## src/hdl/sact_pkg.sv

```systemverilog
`timescale 1ns / 1ps
// ----------------------------------------------------------------------------
// sact_pkg: shared types and constants for the cache tag controller
// Holds policy codes, the register index, the LFSR seed and the controller/datapath struct.
// ----------------------------------------------------------------------------
package sact_pkg;

    typedef enum logic [1:0] {
        POL_LRU  = 2'd0,
        POL_FIFO = 2'd1,
        POL_RAND = 2'd2,
        POL_LFU  = 2'd3
    } t_policy;

    localparam int unsigned REG_POLICY = 0;
    localparam logic [15:0] LFSR_SEED  = 16'hACE1;

    // controller -> datapath
    typedef struct packed {
        logic rd;      // read the addressed set
        logic upd;     // compute and write back the set
    } t_cmd;

endpackage

```

## src/hdl/sact_ctrl.sv

```systemverilog
`timescale 1ns / 1ps
// ----------------------------------------------------------------------------
// sact_ctrl: access sequencer
// Steps each word through set read, update and result hand-off.
// ----------------------------------------------------------------------------
module sact_ctrl
    import sact_pkg::*;
(
    input  logic i_clk,
    input  logic i_rst_n,
    input  logic i_in_valid,
    output logic o_in_stall,
    output logic o_out_valid,
    input  logic i_out_stall,
    output t_cmd o_cmd
);
    typedef enum logic [1:0] { S_IDLE, S_LOOK, S_HOLD } t_state;
    t_state r_state, n_state;
    logic   r_out_valid, n_out_valid;

    always_comb begin
        n_state     = r_state;
        n_out_valid = r_out_valid;
        o_cmd       = '0;
        case (r_state)
            S_IDLE: begin
                if (i_in_valid) begin
                    o_cmd.rd = 1'b1;
                    n_state  = S_LOOK;
                end
            end
            S_LOOK: begin
                o_cmd.upd   = 1'b1;
                n_out_valid = 1'b1;
                n_state     = S_HOLD;
            end
            S_HOLD: begin
                if (!i_out_stall) begin
                    n_out_valid = 1'b0;
                    n_state     = S_IDLE;
                end
            end
            default: n_state = S_IDLE;
        endcase
    end

    always_ff @(posedge i_clk) begin
        if (!i_rst_n) begin
            r_state     <= S_IDLE;
            r_out_valid <= 1'b0;
        end else begin
            r_state     <= n_state;
            r_out_valid <= n_out_valid;
        end
    end

    assign o_in_stall  = (r_state != S_IDLE);
    assign o_out_valid = r_out_valid;

    a_look_follows: assert property (@(posedge i_clk) disable iff (!i_rst_n)
        o_cmd.rd |=> o_cmd.upd) else $error("update did not follow read");
    a_valid_after_upd: assert property (@(posedge i_clk) disable iff (!i_rst_n)
        o_cmd.upd |=> o_out_valid) else $error("result not raised");
    a_no_accept_busy: assert property (@(posedge i_clk) disable iff (!i_rst_n)
        o_out_valid |-> o_in_stall) else $error("input open while result held");
endmodule

```

## config.mk

```make
export PLATFORM = sky130hd
export DESIGN_NAME = sact_ctrl
export DESIGN_NICKNAME = d
export VERILOG_FILES = /design/src/hdl/sact_pkg.sv /design/src/hdl/sact_ctrl.sv
export SDC_FILE = /design/constraint.sdc
export NUM_CORES = 1
export LEC_CHECK = 0
export ABC_AREA = 1
export BUFFER_PORTS_ARGS = -buffer_cell sky130_fd_sc_hd__buf_4
export CORE_AREA = 8 8 45 47
export CTS_CLUSTER_SIZE = 24
export DETAILED_ROUTE_END_ITERATION = 8
export DIE_AREA = 0 0 53 55
export PLACE_DENSITY = 0.3
export SYNTH_ARGS = -nofsm -noshare
export SYNTH_HDL_FRONTEND = slang
export SYNTH_SLANG_ARGS = --single-unit
```

## constraint.sdc

```tcl
create_clock -name i_clk -period 0.9 [get_ports i_clk]
set_clock_uncertainty 0.2 [all_clocks]
set_input_delay 0.18 -clock i_clk [delete_from_list [all_inputs] [get_ports i_clk]]
set_output_delay 0.18 -clock i_clk [all_outputs]
set_load 0.01 [all_outputs]
```

Word-level counts from Yosys, hierarchy flattened
Index checks and enable logic that the tools add are counted.
{"block": "totals", "rom_bits": 0, "mem_count": 0, "output_inout_bits": 4, "reg_bits": 3, "word_cells": 19, "in_bits": 4, "latchBits": 0, "ram_bits": 0}
{"block": "op_classes", "n_eq_ne": 4, "n_lt_le_gt_ge": 0, "bitwise_logic": 0, "n_div": 0, "shifts": 0, "mul": 0, "mux": 8, "n_addsub": 0, "reduce_logical": 5}
{"op": "one-hot mux 2 bit (3 select lines)", "count": 1}
{"op": "two-way mux 1 bit", "count": 4}
{"op": "two-way mux 2 bit", "count": 2}
{"op": "!= test 2 bit, second input constant", "count": 2}
{"op": "AND reduction 2 bit", "count": 2}
{"op": "nonzero test 2 bit", "count": 2}
{"op": "equality test 2 x 1 -> 1 bit, second input constant", "count": 1}
{"op": "equality test 2 bit, second input constant", "count": 1}
{"op": "logical NOT 2 bit", "count": 1}
{"op": "one-hot mux 1 bit (2 select lines)", "count": 1}

Logic depth before layout (Yosys ltp)
{"block": "logic_depth", "depth_word": 3, "depth_mapped": 4}

Least setup slack after synthesis
OpenSTA, ideal clock, no wires.
{"block": "synth_path", "kind": "reg2out", "start": "register r_state[1]", "end": "output port o_cmd[1] (netlist name)", "stages_incl_launch_ff": 4, "slack_ps": -123, "t_arrival_ps": 643, "cell_sequence": "dfxtp_1 -> inv_1 -> nand2_2 -> nor2_1"}
{"element": "start: declaration", "line_no": "sact_ctrl.sv:18", "source": "t_state r_state, n_state;"}
{"element": "start signal: assignment", "line_no": "sact_ctrl.sv:52", "source": "r_state <= n_state;"}
{"element": "end: declaration", "line_no": "sact_ctrl.sv:15", "source": "output t_cmd o_cmd"}

==> results.sh <==
export IMPL_syn_num_nets=24
export IMPL_start_util_pct=9.95
export IMPL_grt_use_total_pct=3.33
export IMPL_routed_wl_um=378
export IMPL_slew_headroom_pct=91.6
export IMPL_portBuffers=7
export IMPL_dieWidth_um=53
export IMPL_drtPass1Iterations=1
export IMPL_cp_arrival_ns=0.87
export IMPL_violations="setup timing"
export IMPL_p_leak_nw=0.138
export IMPL_setup_ws_ns=-0.345
export IMPL_die_area_um2=2920
export IMPL_dp_cells=44
export IMPL_power_density_nw_per_um2=1700
export IMPL_cts_htree_levels=1
export IMPL_grt_pass1_vias=178
export IMPL_rsz0062_at_grt="yes"
export IMPL_fin_cells=49
export IMPL_drive_gt1_share_pct=66.7
export IMPL_synth_seq_cells=3
export IMPL_path_class="reg2out"
export IMPL_cts_tree="done"
export IMPL_area_growth_synth_to_final_pct=108
export IMPL_grt_pass1_wl_um=627
export IMPL_cts_inserted_buffers=3
export IMPL_grt_max_degree=4
export IMPL_cts_max_path_buffers=2
export IMPL_cap_violations=0
export IMPL_overflow=0
export IMPL_period_share_pct=138
export IMPL_final_core_util_pct=20.7
export IMPL_first_iter_violations=0
export IMPL_seq_area_frac_synth_pct=43.6
export IMPL_fin_crit_ns=1.25
export IMPL_ys_types=11
export IMPL_drv_slew=0
export IMPL_vias=154
export IMPL_worstSetupStartpointType="flop"
export IMPL_antenna_cells=0
export IMPL_irDropWorstVdd_mv=0.342
export IMPL_synthCells=20
export IMPL_clk_transition_reported_paths_ns=0.04
export IMPL_synth_area_top_cells="dfxtp_1 44%, inv_1 11%, nor2_1 8.2%"
export IMPL_grt_antenna_before_repair=0
export IMPL_hp_class="in2reg"
export IMPL_status="complete, but fails checks"
export IMPL_avgRoutedWirePerCell_um=7.71
export IMPL_nets=38
export IMPL_worst_pin_slew_ns=0.125
export IMPL_cts_root_buffer="clkbuf_4"
export IMPL_ioPinCount=8
export IMPL_cts_sinks=3
export IMPL_core_um2=1380
export IMPL_clock_latency_ns=0.23
export IMPL_syn_area_um2=138
export IMPL_die_h_um=55
export IMPL_ys_warnings_count=0
export IMPL_fmax_ghz=0.803
export IMPL_yosys_area_top_type_share_pct=43.6
export IMPL_drc=0
export IMPL_place_ws_ns=-0.151
export IMPL_yosys_area_top_type="dfxtp_1"
export IMPL_ant_nets=0
export IMPL_crit_fanout=3
export IMPL_setup_viol=6
export IMPL_rows=14
export IMPL_hold_viol_final=0
export IMPL_via_per_inst=3.14
export IMPL_place_congestion=0.587
export IMPL_crit_required_ns=0.52
export IMPL_avgSynthCellArea_um2=6.88
export IMPL_cp_end_kind="output port"
-- layout make-up --
cell class | instances | area, um2
Tap cell | 16 | 20.0
Multi-Input combinational cell | 11 | 68.8
Inverter | 5 | 21.3
Clock buffer | 4 | 26.3
Timing Repair Buffer | 10 | 86.3
Fill cell | 165 | 1100
Sequential cell | 3 | 63.8
-- worst paths after layout --
path                            cells after the start  slack, ns  startpoint          end
worst max-delay path                                4      -0.35  r_state[1]     o_cmd[1]
worst min-delay path                                3     0.0002     i_rst_n  o_out_valid
worst min register to register                      2       0.28  r_state[0]   r_state[1]
worst max register to register                      5      -0.05  r_state[0]  o_out_valid
-- registers in the layout (all words and copies together), names as in the netlist --
register,flops
r_state,2
o_out_valid,1
-- routing by layer --
layer	track usage [%]	vias to the layer above	wire (um)
met3	3.48	0	82
met2	3.71	8	132
li1	-	85	-
met5	0	-	0
met4	5.17	0	0
met1	2.58	61	163
-- cell usage in the layout (no fill, tap or decap), drive strengths merged --
master  Yosys  routed
nor2        4       4
inv         5       5
nand2       3       3
nor3        1       1
clkbuf      0       4
dfxtp       3       3
a21oi       1       1
buf         1      10
nand3       2       2
-- per-stage QoR --
| step | hold WS [ns] | area [um2] | total power [mW] | setup TNS, ns |
|---|---|---|---|---|
| floorplan | 0.101 | 153 | 0.200 | -0.105 |
| global placement | 0.230 | 233 | 0.241 | -0.339 |
| detailed placement | 0.243 | 233 | 0.242 | -0.354 |
| CTS | -0.00315 | 283 | 0.501 | -1.28 |
| global route | 0.0100 | 287 | 0.527 | -1.43 |
| finish | 0.000212 | 287 | 0.487 | -1.17 |
-- cells in the mapped netlist --
master	instances
inv_2	1
a21oi_1	1
nand3_1	2
dfxtp_1	3
buf_4	1
nor3_1	1
inv_1	4
nor2_2	1
nand2_2	1
nor2_1	3
nand2_1	2
-- repair_timing --
item / CTS / global route
setup buffers: 1 / 0
resized for setup: 5 / 1
setup endpoints to repair: 6 / 7
hold endpoints to repair: 1 / 0
pin swaps: 2 / 0
-- report_power, final --
group	leakage, nW	switching, mW	total, mW	internal [mW]
Sequential	0.0258	0.00742	0.152	0.145
Clock	0.0150	0.0654	0.231	0.166
Combinational	0.0974	0.0463	0.104	0.0578
Total	0.138	0.119	0.487	0.368
-- worst max-delay path, stage by stage, from the launching register on --
cell and delay (ns):
dfxtp_2 0.32, inv_2 0.07, nand2_4 0.06, nor2_4 0.08
buf_6 0.10
-- cell families after synthesis --
logic type | Yosys count | synth area share (%)
AO/OA/AOI/OAI | 1 | 3.63
buffers and inverters | 6 | 19.1
flip-flops | 3 | 43.6
AND/OR/NAND/NOR | 10 | 33.6
No activity file was read; power rests on OpenSTA's default activity.
